===== config.mk =====
export PLATFORM = sky130hd
export DESIGN_NAME = lapl_ctrl
export DESIGN_NICKNAME = d
export VERILOG_FILES = /design/src/rtl/lapl_pkg.sv /design/src/rtl/lapl_ctrl.sv
export SDC_FILE = /design/constraint.sdc
export NUM_CORES = 1
export LEC_CHECK = 0
export BUFFER_PORTS_ARGS = -buffer_cell sky130_fd_sc_hd__buf_2
export CAP_MARGIN = 20
export CORE_MARGIN = 2
export CORE_UTILIZATION = 52
export CTS_BUF_LIST = sky130_fd_sc_hd__clkbuf_4
export DETAILED_ROUTE_END_ITERATION = 7
export PLACE_DENSITY = 0.85
export SYNTH_ARGS = -nofsm -noshare
export SYNTH_HDL_FRONTEND = slang
export SYNTH_SLANG_ARGS = --single-unit

===== constraint.sdc =====
create_clock -name clk -period 17 [get_ports clk]
set_input_delay 3.4 -clock clk [delete_from_list [all_inputs] [get_ports clk]]
set_output_delay 3.4 -clock clk [all_outputs]
set_load 0.05 [all_outputs]

===== src/rtl/lapl_pkg.sv =====
// ----------------------------------------------------------------------------
// lapl_pkg
// Shared constants, register codes and control types of the Laplacian stencil.
// ----------------------------------------------------------------------------
package lapl_pkg;

  localparam int LAPL_MAX_COLS    = 1024;
  localparam int LAPL_SAMPLE_BITS = 16;
  localparam int LAPL_FRAC_BITS   = 16;

  localparam int OUT_BITS    = 36;
  localparam int OUT_TDATA_W = ((OUT_BITS + 7) / 8) * 8;

  localparam int ROWS_W     = 16;
  localparam int COLS_CFG_W = 11;
  localparam int SCALE_W    = 32;
  localparam int CFG_IDX_W  = 2;
  localparam int CFG_DATA_W = 32;

  typedef enum logic [CFG_IDX_W-1:0] {
    REG_NUM_ROWS = 2'd0,
    REG_NUM_COLS = 2'd1,
    REG_SCALE_X  = 2'd2,
    REG_SCALE_Y  = 2'd3
  } cfg_reg_t;

  localparam logic MODE_SAMPLE = 1'b0;
  localparam logic MODE_DRAIN  = 1'b1;

  localparam logic [ROWS_W-1:0]     NUM_ROWS_RST = 16'd1;
  localparam logic [COLS_CFG_W-1:0] NUM_COLS_RST = 11'd1;
  localparam logic [SCALE_W-1:0]    SCALE_RST    = 32'd65536;

  typedef struct packed {
    logic has_up;
    logic has_left;
    logic has_right;
    logic last;
  } op_flags_t;

endpackage


===== src/rtl/lapl_ctrl.sv =====
// ----------------------------------------------------------------------------
// lapl_ctrl
// Raster counters, line store addressing and boundary flags for each item.
// ----------------------------------------------------------------------------
module lapl_ctrl import lapl_pkg::*; #(
  parameter int MAX_COLS    = LAPL_MAX_COLS,
  parameter int SAMPLE_BITS = LAPL_SAMPLE_BITS,
  localparam int AW = $clog2(MAX_COLS)
) (
  input  logic                          clk,
  input  logic                          rst,
  input  logic                          fire,
  input  logic                          mode,
  input  logic signed [SAMPLE_BITS-1:0] sample,
  input  logic [ROWS_W-1:0]             num_rows,
  input  logic [COLS_CFG_W-1:0]         num_cols,
  output logic [AW-1:0]                 raddr_here,
  output logic [AW-1:0]                 raddr_left,
  output logic [AW-1:0]                 raddr_right,
  output logic                          we,
  output logic [AW-1:0]                 waddr,
  output logic signed [SAMPLE_BITS-1:0] new_value,
  output logic                          op_valid,
  output op_flags_t                     op_flags
);

  localparam int CW = $clog2(MAX_COLS + 1);

  logic [ROWS_W-1:0] row_idx, row_idx_next, rows;
  logic [AW-1:0]     col_idx, col_idx_next;
  logic [AW-1:0]     emit_cnt, emit_cnt_next;
  logic [CW-1:0]     cols;
  logic              draining, draining_next, at_end;
  logic              sample_ok, drain_ok;
  logic [AW-1:0]     c_cur, c_next;

  function automatic logic [AW-1:0] clamp_col(input logic [AW-1:0] cnt,
                                              input logic [CW-1:0] cols_in);
    logic [AW-1:0] last_col;
    last_col = AW'(cols_in - CW'(1));
    return (CW'(cnt) >= cols_in) ? last_col : cnt;
  endfunction

  always_comb begin
    rows = (num_rows == '0) ? ROWS_W'(1) : num_rows;
    if (num_cols == '0) begin
      cols = CW'(1);
    end else if (32'(num_cols) > 32'(MAX_COLS)) begin
      cols = CW'(MAX_COLS);
    end else begin
      cols = CW'(num_cols);
    end

    draining  = row_idx >= rows;
    c_cur     = clamp_col(draining ? emit_cnt : col_idx, cols);
    at_end    = (CW'(c_cur) + CW'(1)) >= cols;
    sample_ok = !draining && mode == MODE_SAMPLE;
    drain_ok  = draining && mode == MODE_DRAIN;

    we        = fire && (sample_ok || drain_ok);
    waddr     = c_cur;
    new_value = draining ? '0 : sample;
    op_valid  = fire && (drain_ok || (sample_ok && row_idx != '0));

    op_flags.has_up    = draining ? (rows >= ROWS_W'(2)) : (row_idx >= ROWS_W'(2));
    op_flags.has_left  = c_cur != '0;
    op_flags.has_right = !at_end;
    op_flags.last      = draining && at_end;

    row_idx_next  = row_idx;
    col_idx_next  = col_idx;
    emit_cnt_next = emit_cnt;
    if (we) begin
      if (draining) begin
        if (at_end) begin
          row_idx_next  = '0;
          col_idx_next  = '0;
          emit_cnt_next = '0;
        end else begin
          emit_cnt_next = c_cur + AW'(1);
        end
      end else begin
        if (at_end) begin
          col_idx_next = '0;
          row_idx_next = row_idx + ROWS_W'(1);
        end else begin
          col_idx_next = c_cur + AW'(1);
        end
      end
    end

    // prefetch the window of the following item
    draining_next = row_idx_next >= rows;
    c_next        = clamp_col(draining_next ? emit_cnt_next : col_idx_next, cols);
    raddr_here    = c_next;
    raddr_left    = c_next - AW'(1);
    raddr_right   = c_next + AW'(1);
  end

  always_ff @(posedge clk) begin
    if (rst) begin
      row_idx  <= '0;
      col_idx  <= '0;
      emit_cnt <= '0;
    end else begin
      row_idx  <= row_idx_next;
      col_idx  <= col_idx_next;
      emit_cnt <= emit_cnt_next;
    end
  end

endmodule


==> flow_summary.yaml <==
route:
  drt_pass1_iterations: 8
  detail_route.vias_per_cell: 7.221
  drt_wl_total_um: 30390
  num_vias: 7950
  routedLengthMet1_um: 9804
  routed-wl-met2_um: 12410
  starting_drc_count_in_detailed_routing: 1550
  detailroute.wirelength.met3_um: 4496
  drt_drc_violations_left: 61
  drtAntennaViolNets: 0
  highest_layer: "met5"
  detail_route.wl_per_cell_um: 27.60
status:
  run_status: "finished with violations"
  failed_checks: "DRC, setup timing"
pwr:
  swShare_pct: 49.37
  p_int_w: 0.0002555
  ir_drop_mv: 0.08559
  p_clk_share_pct: 14.8
  p_leak_nw: 4.045
  power.density_cell_area_nw_per_um2: 58.05
  power.combinational.fraction_pct: 68.0
  design_power_total_w: 0.0005047
  seq_power_share_pct: 17.2
  total_switching_power_w: 0.0002491
placed_design:
  routabilityCongestion: 1.004
  preCtsSetupSlack_ns: -0.9677
  portBuffers: 108
  dp_hpwl_um: 15900
synth:
  synth_ff_type: "sky130_fd_sc_hd__dfxtp_1"
  dominant_combinational_cell_family_by_area_after_synthesis: "simple AND/OR/NAND/NOR gates"
  most_used_standard_cell_by_instance_count_after_synthesis: "sky130_fd_sc_hd__nor2_1"
  synth-async-reset-ratio_pct: 0
  synth_seq_cells: 36
  yosysWarningCount: 0
  post_synth_mux_area_share_pct: 3.076
  synth_edf_count: 0
  synth_top_cell_area_share_pct: 18.07
  postSynthAreaPerCell_um2: 7.765
  synth_common_cells: "sky130_fd_sc_hd__nor2_1, sky130_fd_sc_hd__ha_1, sky130_fd_sc_hd__nand2_1, sky130_fd_sc_hd__dfxtp_1, sky130_fd_sc_hd__inv_1"
  synth-compound-area-share_pct: 24.41
  top_post_synthesis_cells_by_area: "sky130_fd_sc_hd__ha_1, sky130_fd_sc_hd__dfxtp_1, sky130_fd_sc_hd__nor2_1, sky130_fd_sc_hd__nand2_1, sky130_fd_sc_hd__xnor2_1"
  yosysUniqueCellTypes: 86
  synth_adder_area_share_pct: 18.07
  mappedNetlistNets: 781
  yosys.area.top_type: "sky130_fd_sc_hd__ha_1"
  synth-seq-area-share_pct: 14.06
  synth_xor_xnor_area_share_pct: 6.787
  synthSimpleGateAreaFrac_pct: 28.96
  synth_area_um2: 5125
  syn_inst: 660
critical_path:
  timing.critical_path.from_type: "primary input"
  critPathKind: "primary input to output pin"
  crit_path_frequent_cell: "sky130_fd_sc_hd__buf_6"
  worst-path-max-fanout: 5
  cp_slowest_stage_delay_ns: 0.45
  ff2ff_path_depth: 33
  crit_arrival_ns: 15.79
  r2r-end: "emit_cnt[0]"
  cp_data_required_time_ns: 13.60
  crit_path_end_kind: "output pin"
  worstSetupStartpoint: "num_rows[1]"
  critical-path-slowest-cell: "sky130_fd_sc_hd__a2111oi_4"
  r2r_slack_ns: 9.19
  r2r_start: "row_idx[11]"
sta:
  fin_skew_ns: 0.02299
  max_clock_freq_mhz: 52.11
  setup_ws_ns: -2.190
  slew-limit-headroom_pct: 45.76
  worst_slew_pin_slew_ns: 0.8137
  grt_setup_unrepaired: "true"
  slew_viol_final: 0
  setup_viol: 30
  final_worst_hold_slack_ns: 0.6624
  timing.final.hold_violations: 0
  period_share_pct: 112.9
  fin_crit_ns: 19.19
global_route:
  grt.overflow.total: 0
  grt_first_pass_wirelength_um: 34270
  grt_max_degree: 37
  antenna_found_initial: 0
  first_global_vias: 6674
  global_route.usage.total_pct: 41.59
cells_and_area:
  drive_gt1_share_pct: 50.41
  area_growth_pct: 69.63
  num_antenna_cells: 0
  layout.filler_cells: 348
  layout.nets: 1088
  layout.core_utilization_pct: 89.77
clock_network:
  cts_tree: "built"
  clk_latency_ns: 0.46
  cts_made_buffers: 5
  clkSlewWorstSetupHoldPaths_ns: 0.13
  h-tree-depth: 2
  cts_sinks: 36
  clock_path_buffers: 2
  cts_root_buf: "sky130_fd_sc_hd__clkbuf_4"
hold_path:
  worstHoldPathType: "flip-flop to flip-flop"
  hold_path.startpoint: "col_idx[3]"
  min_to: "col_idx[3]"
  cell_depth_of_the_worst_hold_path: 2
die:
  pin_count: 109
  die-width_um: 103.3
  die_area_um2: 10670
  row_count: 36
  floorplan.core_area_um2: 9684
  starting_density_pct: 52.92
  die_height_um: 103.3
job:
  number_of_maximum_capacitance_violations: 0
critical path: cells and delay by family:
kind	cells	cell delay [ns]
AO/OA/AOI/OAI	22	4.39
XOR/XNOR	3	0.90
adder cells (fa/ha/maj)	6	1.68
buffers and inverters	9	1.32
AND/OR/NAND/NOR	18	4.04
layer usage:
layer  global-route usage [%]  vias to the layer above
li1                         -                     3040
met1                    53.32                     3477
met2                    69.03                      964
met3                    7.527                      467
met4                    17.11                        2
met5                        0                        -
cells in the final DEF, fill, tap and decap left out, drive strengths merged, types with 8 or more instances in the layout:
master	synthesis	routed
nand2	56	56
buf	7	322
inv	38	36
a21oi	35	35
o21a	8	8
and3	10	10
nor2b	11	11
ha	74	74
a211oi	9	9
nand3	21	21
a31oi	9	9
nor3	28	28
mux2i	9	9
nor4	9	9
nand2b	10	10
o21ai	23	23
a22oi	11	11
xor2	16	16
nand4	17	17
dfxtp	36	36
and2	19	19
nor2	80	80
xnor2	22	22
worst max path at each step:
stage,to,slack (ns),depth (start not counted)
after CTS,raddr_left[9],-0.35,55
after global routing,raddr_right[9],-2.49,59
after floorplan,raddr_left[9],-1.30,50
after global placement,raddr_left[9],-0.64,56
final,raddr_right[9],-2.19,58
after detailed placement,raddr_left[9],-0.97,54
layout make-up:
cell class	count	area (um^2)	area share [%]
sequential	36	720.7	8.290
timing repair buffer	322	2499	28.74
inverter	38	152.6	1.756
multi-input combinational	564	5075	58.38
tap	133	166.4	1.914
clock inverter	3	42.54	0.4893
clock buffer	5	37.54	0.4318
power groups by stage:
stage          Clock (W)  Sequential [W]  Combinational [W]
6_report       0.0000749       0.0000867           0.000343
5_1_grt        0.0000735       0.0000867           0.000351
4_1_cts        0.0000672       0.0000864           0.000288
3_5_place_dp           0       0.0000882           0.000256
3_3_place_gp           0       0.0000882           0.000251
2_1_floorplan          0       0.0000878           0.000175
through the flow:
stage	std cells	TNS (ns)	cell area, um^2
CTS	1080	-2.121	8005
global placement	1047	-6.082	7360
detailed placement	1047	-12.73	7360
finish	1101	-40.82	8693
floorplan	660	-14.61	5510
global route	1101	-49.60	8693
what timing repair did:
action / 4_1_cts / 5_1_grt
resized for setup: 92 / 138
pin swaps: 39 / 60
setup buffers: 29 / 26
hold buffers: 0 / 0
endpoints found under the setup margin: 27 / 30
cells by family after synthesis:
| kind of cell | after synthesis |
|---|---|
| simple gates | 284 |
| compound gates | 153 |
| fa+ha+maj | 74 |
| buf+inv | 60 |
| xor+xnor | 38 |
| flops | 36 |
| mux | 15 |
sequential cells by signal, indices dropped and copies added, names as in the netlist:
register	count
row_idx	16
emit_cnt	10
col_idx	10
Power figures use the tool's default switching activity.
