## src/rtl/lapl_pkg.sv

```systemverilog
// ----------------------------------------------------------------------------
// lapl_pkg
// Shared constants, register codes and control types of the Laplacian stencil.
// ----------------------------------------------------------------------------
package lapl_pkg;

  localparam int LAPL_MAX_COLS    = 1024;
  localparam int LAPL_SAMPLE_BITS = 16;
  localparam int LAPL_FRAC_BITS   = 16;

  localparam int OUT_BITS    = 36;
  localparam int OUT_TDATA_W = ((OUT_BITS + 7) / 8) * 8;

  localparam int ROWS_W     = 16;
  localparam int COLS_CFG_W = 11;
  localparam int SCALE_W    = 32;
  localparam int CFG_IDX_W  = 2;
  localparam int CFG_DATA_W = 32;

  typedef enum logic [CFG_IDX_W-1:0] {
    REG_NUM_ROWS = 2'd0,
    REG_NUM_COLS = 2'd1,
    REG_SCALE_X  = 2'd2,
    REG_SCALE_Y  = 2'd3
  } cfg_reg_t;

  localparam logic MODE_SAMPLE = 1'b0;
  localparam logic MODE_DRAIN  = 1'b1;

  localparam logic [ROWS_W-1:0]     NUM_ROWS_RST = 16'd1;
  localparam logic [COLS_CFG_W-1:0] NUM_COLS_RST = 11'd1;
  localparam logic [SCALE_W-1:0]    SCALE_RST    = 32'd65536;

  typedef struct packed {
    logic has_up;
    logic has_left;
    logic has_right;
    logic last;
  } op_flags_t;

endpackage

```

## src/rtl/lapl_arith.sv

```systemverilog
// ----------------------------------------------------------------------------
// lapl_arith
// Elastic four-stage datapath: differences, weighting, clipping, sum, shift and saturation.
// ----------------------------------------------------------------------------
module lapl_arith import lapl_pkg::*; #(
  parameter int SAMPLE_BITS = LAPL_SAMPLE_BITS,
  parameter int FRAC_BITS   = LAPL_FRAC_BITS
) (
  input  logic                          clk,
  input  logic                          rst,
  input  logic                          in_valid,
  output logic                          in_ready,
  input  op_flags_t                     flags,
  input  logic signed [SAMPLE_BITS-1:0] up,
  input  logic signed [SAMPLE_BITS-1:0] mid,
  input  logic signed [SAMPLE_BITS-1:0] below,
  input  logic signed [SAMPLE_BITS-1:0] left,
  input  logic signed [SAMPLE_BITS-1:0] right,
  input  logic [SCALE_W-1:0]            scale_x,
  input  logic [SCALE_W-1:0]            scale_y,
  output logic                          out_valid,
  input  logic                          out_ready,
  output logic [OUT_BITS-1:0]           laplacian,
  output logic                          frame_last
);

  localparam int DW    = SAMPLE_BITS + 2;
  localparam int MW    = SAMPLE_BITS + 1;
  localparam int PW    = MW + SCALE_W;
  localparam int CMPW  = (PW > 63) ? PW : 63;
  localparam int TW    = 63;
  localparam int SUM_W = TW + 2;

  localparam logic [CMPW-1:0] TERM_LIM = CMPW'(64'h4000_0000_0000_0000);
  localparam logic signed [SUM_W-1:0] OUT_MAX = (SUM_W'(1) << (OUT_BITS - 1)) - SUM_W'(1);
  localparam logic signed [SUM_W-1:0] OUT_MIN = ~OUT_MAX;

  logic en1, en2, en3, en4;

  logic signed [DW-1:0] up_x, mid_x2, below_x, left_x, right_x, dx, dy;
  logic [MW-1:0]        mag_x, mag_y;

  logic                 s1_valid, s1_neg_x, s1_neg_y, s1_last;
  logic [MW-1:0]        s1_mag_x, s1_mag_y;
  logic                 s2_valid, s2_neg_x, s2_neg_y, s2_last;
  logic [PW-1:0]        s2_prod_x, s2_prod_y;
  logic [TW-1:0]        clip_x, clip_y;
  logic signed [TW:0]   term_x, term_y;
  logic                 s3_valid, s3_last;
  logic signed [TW:0]   s3_term_x, s3_term_y;
  logic signed [SUM_W-1:0] sum, quot;
  logic [OUT_BITS-1:0]  lap_sat;

  assign en4      = !out_valid || out_ready;
  assign en3      = !s3_valid || en4;
  assign en2      = !s2_valid || en3;
  assign en1      = !s1_valid || en2;
  assign in_ready = en1;

  always_comb begin
    up_x    = flags.has_up ? {{2{up[SAMPLE_BITS-1]}}, up} : '0;
    left_x  = flags.has_left ? {{2{left[SAMPLE_BITS-1]}}, left} : '0;
    right_x = flags.has_right ? {{2{right[SAMPLE_BITS-1]}}, right} : '0;
    below_x = {{2{below[SAMPLE_BITS-1]}}, below};
    mid_x2  = {mid[SAMPLE_BITS-1], mid, 1'b0};
    dx      = up_x - mid_x2 + below_x;
    dy      = left_x - mid_x2 + right_x;
    mag_x   = dx[DW-1] ? MW'(-dx) : MW'(dx);
    mag_y   = dy[DW-1] ? MW'(-dy) : MW'(dy);
  end

  always_comb begin
    clip_x = (CMPW'(s2_prod_x) > TERM_LIM) ? TW'(TERM_LIM) : TW'(s2_prod_x);
    clip_y = (CMPW'(s2_prod_y) > TERM_LIM) ? TW'(TERM_LIM) : TW'(s2_prod_y);
    term_x = s2_neg_x ? -$signed({1'b0, clip_x}) : $signed({1'b0, clip_x});
    term_y = s2_neg_y ? -$signed({1'b0, clip_y}) : $signed({1'b0, clip_y});
  end

  always_comb begin
    sum  = $signed({s3_term_x[TW], s3_term_x}) + $signed({s3_term_y[TW], s3_term_y});
    quot = sum >>> FRAC_BITS;
    if (quot > OUT_MAX) begin
      lap_sat = OUT_BITS'(OUT_MAX);
    end else if (quot < OUT_MIN) begin
      lap_sat = OUT_BITS'(OUT_MIN);
    end else begin
      lap_sat = OUT_BITS'(quot);
    end
  end

  always_ff @(posedge clk) begin
    if (rst) begin
      s1_valid  <= 1'b0;
      s2_valid  <= 1'b0;
      s3_valid  <= 1'b0;
      out_valid <= 1'b0;
    end else begin
      if (en1) s1_valid  <= in_valid;
      if (en2) s2_valid  <= s1_valid;
      if (en3) s3_valid  <= s2_valid;
      if (en4) out_valid <= s3_valid;
    end
  end

  always_ff @(posedge clk) begin
    if (en1) begin
      s1_mag_x <= mag_x;
      s1_mag_y <= mag_y;
      s1_neg_x <= dx[DW-1];
      s1_neg_y <= dy[DW-1];
      s1_last  <= flags.last;
    end
    if (en2) begin
      s2_prod_x <= PW'(s1_mag_x) * PW'(scale_x);
      s2_prod_y <= PW'(s1_mag_y) * PW'(scale_y);
      s2_neg_x  <= s1_neg_x;
      s2_neg_y  <= s1_neg_y;
      s2_last   <= s1_last;
    end
    if (en3) begin
      s3_term_x <= term_x;
      s3_term_y <= term_y;
      s3_last   <= s2_last;
    end
    if (en4) begin
      laplacian  <= lap_sat;
      frame_last <= s3_last;
    end
  end

endmodule

```

## config.mk

```make
export PLATFORM = sky130hd
export DESIGN_NAME = lapl_arith
export DESIGN_NICKNAME = d
export VERILOG_FILES = /design/src/rtl/lapl_pkg.sv /design/src/rtl/lapl_arith.sv
export SDC_FILE = /design/constraint.sdc
export NUM_CORES = 2
export LEC_CHECK = 0
export ABC_AREA = 1
export BUFFER_PORTS_ARGS = -buffer_cell sky130_fd_sc_hd__buf_2
export CAP_MARGIN = 0
export CORE_MARGIN = 2
export CORE_UTILIZATION = 60
export DETAILED_ROUTE_END_ITERATION = 12
export GPL_TIMING_DRIVEN = 0
export PLACE_DENSITY = 0.81
export SETUP_SLACK_MARGIN = 0.2
export SLEW_MARGIN = 20
export SYNTH_ARGS = -nofsm -noshare
export SYNTH_HDL_FRONTEND = slang
export SYNTH_SLANG_ARGS = --single-unit
```

## constraint.sdc

```tcl
create_clock -name clk -period 6.95 [get_ports clk]
set_input_delay 0.695 -clock clk [delete_from_list [all_inputs] [get_ports clk]]
set_output_delay 0.695 -clock clk [all_outputs]
set_load 0.005 [all_outputs]
```

==> impl_metrics.json <==
{
  "core_mm2": 0.0936,
  "grt_antenna_before_repair": 5,
  "min_period_over_period_pct": 96.4,
  "grt_util_all_layers_pct": 36.6,
  "final_nets": 8972,
  "cts_tree": "yes",
  "worstMarginPinSlew_ps": 1080,
  "yosys_warnings": 0,
  "path_max_fanout": 10,
  "dieWidth_um": 312,
  "clk_path_buf_depth": 3,
  "drtIter0Drc": 4343,
  "final_common_cell": "nand2_1",
  "die-area_mm2": 0.0972,
  "fill_cells": 8289,
  "num_io_pins": 191,
  "setup_viol": 0,
  "dpl.hpwl_um": 145000,
  "htree_levels": 2,
  "ant_nets": 0,
  "synthArstFlopShare_pct": 0,
  "drt-wirelength-per-cell_um": 19.6,
  "syn_area_per_cell_um2": 7.72,
  "cp_slowest_cell": "fa_1",
  "rows": 112,
  "synth-main-ff-cell": "edfxtp_1",
  "synth_area_mm2": 0.0569,
  "finClkSkew_ps": 41.0,
  "arrival_ps": 6990,
  "critPathTopFamily": "adder cells",
  "max_stage_delay_ps": 590,
  "clkSlewWorstSetupHoldPaths_ps": 60,
  "remaining_drc_errors": 0,
  "synth_nets": 8796,
  "slew_headroom_pct": 27.6,
  "place_area_mm2": 0.0592,
  "synth-seq-cells": 308,
  "drt_first_pass_iters": 6,
  "timing.hold.ws_ps": 420,
  "start_util_pct": 60.7,
  "min_period_ps": 6700,
  "clkLatencyLatePin_ps": 580,
  "stdcell_area_mm2": 0.0608,
  "grt_setup_unrepaired": "true",
  "hold_class": "flop to flop",
  "routed_wl_um": 173000,
  "hold_viol": 0,
  "cp_data_required_time_ps": 7240,
  "crit_top_cell": "fa_1",
  "final_cell_mix": "2059 x nand2_1, 2043 x inv_1, 930 x fa_1, 347 x ha_1, 321 x nor2_1",
  "cts-root-buf": "clkbuf_16",
  "final_max_slew_viol_count": 0,
  "drive_gt1_share_pct": 6.20,
  "syn2layout_area_growth_pct": 6.87,
  "synth_edf_count": 304,
  "port_buffers": 123,
  "place_congestion": 1.03,
  "grt_pass1_vias": 49600,
  "fmax_mhz": 149,
  "cap_viol_max_count": 0,
  "ys_seq_area_share_pct": 16.2,
  "crit_chain": "buf_4 -> buf_4 -> nand2_1 -> fa_1 -> fa_1 -> fa_1 -> fa_1 -> inv_1 -> fa_1 -> inv_1 -> fa_1 -> inv_1 -> ha_1 -> nand2_1 -> nor2_1 -> nand4_1 -> o211ai_1 -> a21oi_1 -> o21ai_0 -> a21oi_1 -> xnor2_1",
  "start_kind": "flop",
  "grt_max_degree": 54,
  "grt_pass1_wl_um": 273000,
  "die_y_um": 312,
  "path_buf_inv": 5,
  "critPathCaptureType": "flop",
  "gr-total-overflow": 0,
  "cts_made_buffers": 34,
  "synth_cells": 7367,
  "worstSetupPathType": "flop to flop",
  "via_per_inst": 5.42,
  "status": "complete, no violations",
  "synth.distinct_cells": 53,
  "cts.sink_count": 308,
  "vias": 47800
}
[cell families after synthesis]
group | share of synthesized area (%)
AO/OA/AOI/OAI | 4.89
XOR/XNOR | 4.10
adder cells (fa/ha/maj) | 40.4
AND/OR/NAND/NOR | 19.0
buffers and inverters | 15.4
flip-flops | 16.2
[per-stage QoR]
stage | setup WS (ps) | TNS, ps | utilization (%) | instances
floorplan | 599 | 0 | - | 7367
detailed placement | -684 | -17050 | 63.2 | 8750
global placement | -675 | -29270 | 63.1 | 8744
CTS | 200 | 0 | 64.6 | 8812
finish | 253 | 0 | 64.9 | 8826
global route | 121 | 0 | 64.9 | 8824
[Yosys cell counts (2+ instances only)]
library cell | number | share of area (%)
nand2_1 | 2060 | 14
inv_1 | 2046 | 14
fa_1 | 930 | 33
ha_1 | 347 | 7.6
nor2_1 | 322 | 2.1
edfxtp_1 | 304 | 16
clkbuf_1 | 249 | 1.6
a21oi_1 | 227 | 2.0
xor2_1 | 176 | 2.7
nand3_1 | 142 | 1.2
o21ai_0 | 105 | 0.92
xnor2_1 | 87 | 1.3
a31oi_1 | 50 | 0.55
nor3_1 | 49 | 0.43
nand4_1 | 27 | 0.30
nor4_1 | 27 | 0.30
nor2_2 | 26 | 0.29
o21bai_1 | 21 | 0.28
o21ai_1 | 19 | 0.17
a21o_1 | 16 | 0.21
inv_2 | 16 | 0.11
nand3b_1 | 11 | 0.15
nand2_2 | 10 | 0.11
o21a_1 | 8 | 0.11
a21boi_0 | 7 | 0.092
nor3_2 | 7 | 0.12
o211ai_1 | 7 | 0.092
buf_6 | 6 | 0.12
o31ai_1 | 6 | 0.079
a21boi_1 | 5 | 0.066
and3_1 | 5 | 0.055
or2_2 | 5 | 0.055
a211oi_1 | 4 | 0.053
and2_1 | 4 | 0.044
dfxtp_1 | 4 | 0.14
nor2_4 | 4 | 0.079
o221ai_1 | 4 | 0.062
buf_2 | 3 | 0.026
o2111ai_1 | 3 | 0.046
a221oi_1 | 2 | 0.031
clkinv_1 | 2 | 0.013
nand2_4 | 2 | 0.040
o21ai_4 | 2 | 0.057
[final cells by class]
cell class	instances	area, µm²	area share (%)
antenna	3	7.51	0.0124
buffer	259	1290	2.12
clock buffer	40	883	1.45
clock inverter	22	267	0.439
inverter	2064	7750	12.8
multi-input combinational	4736	39000	64.1
sequential	308	9210	15.2
tap	1254	1570	2.58
timing repair buffer	140	833	1.37
[per-layer routing]
metal	GRT usage, %	wire length, µm
met1	47.5	67200
met2	59.2	78900
met3	7.41	17500
met4	17.1	9770
met5	0	0
[path summary, 6_finish.rpt]
path / startpoint / endpoint / slack, ps / depth (start not counted)
worst max register to register: s1_mag_x[2]$_DFFE_PP_ / s2_prod_x[41]$_DFFE_PP_ / 250 / 21
worst min-delay path: s3_last$_DFFE_PP_ / frame_last$_DFFE_PP_ / 420 / 0
worst max-delay path: s1_mag_x[2]$_DFFE_PP_ / s2_prod_x[41]$_DFFE_PP_ / 250 / 21
worst min register to register: s3_last$_DFFE_PP_ / frame_last$_DFFE_PP_ / 420 / 0
[timing repair]
| item | in CTS | in global routing |
|---|---|---|
| hold buffers | 0 | 0 |
| gates resized for setup | 98 | 240 |
| buffers inserted | 0 | 11 |
| setup endpoints to repair | 36 | 39 |
[state kept, by name (all words and copies together) (netlist names), 17 cells and up]
name	cells
laplacian	36
s1_mag_x	17
s1_mag_y	17
s2_prod_x	49
s2_prod_y	49
s3_term_x	64
s3_term_y	64
Power is not shown: default switching activity piles up to over one toggle a cycle in this logic, so the estimate is an artifact.
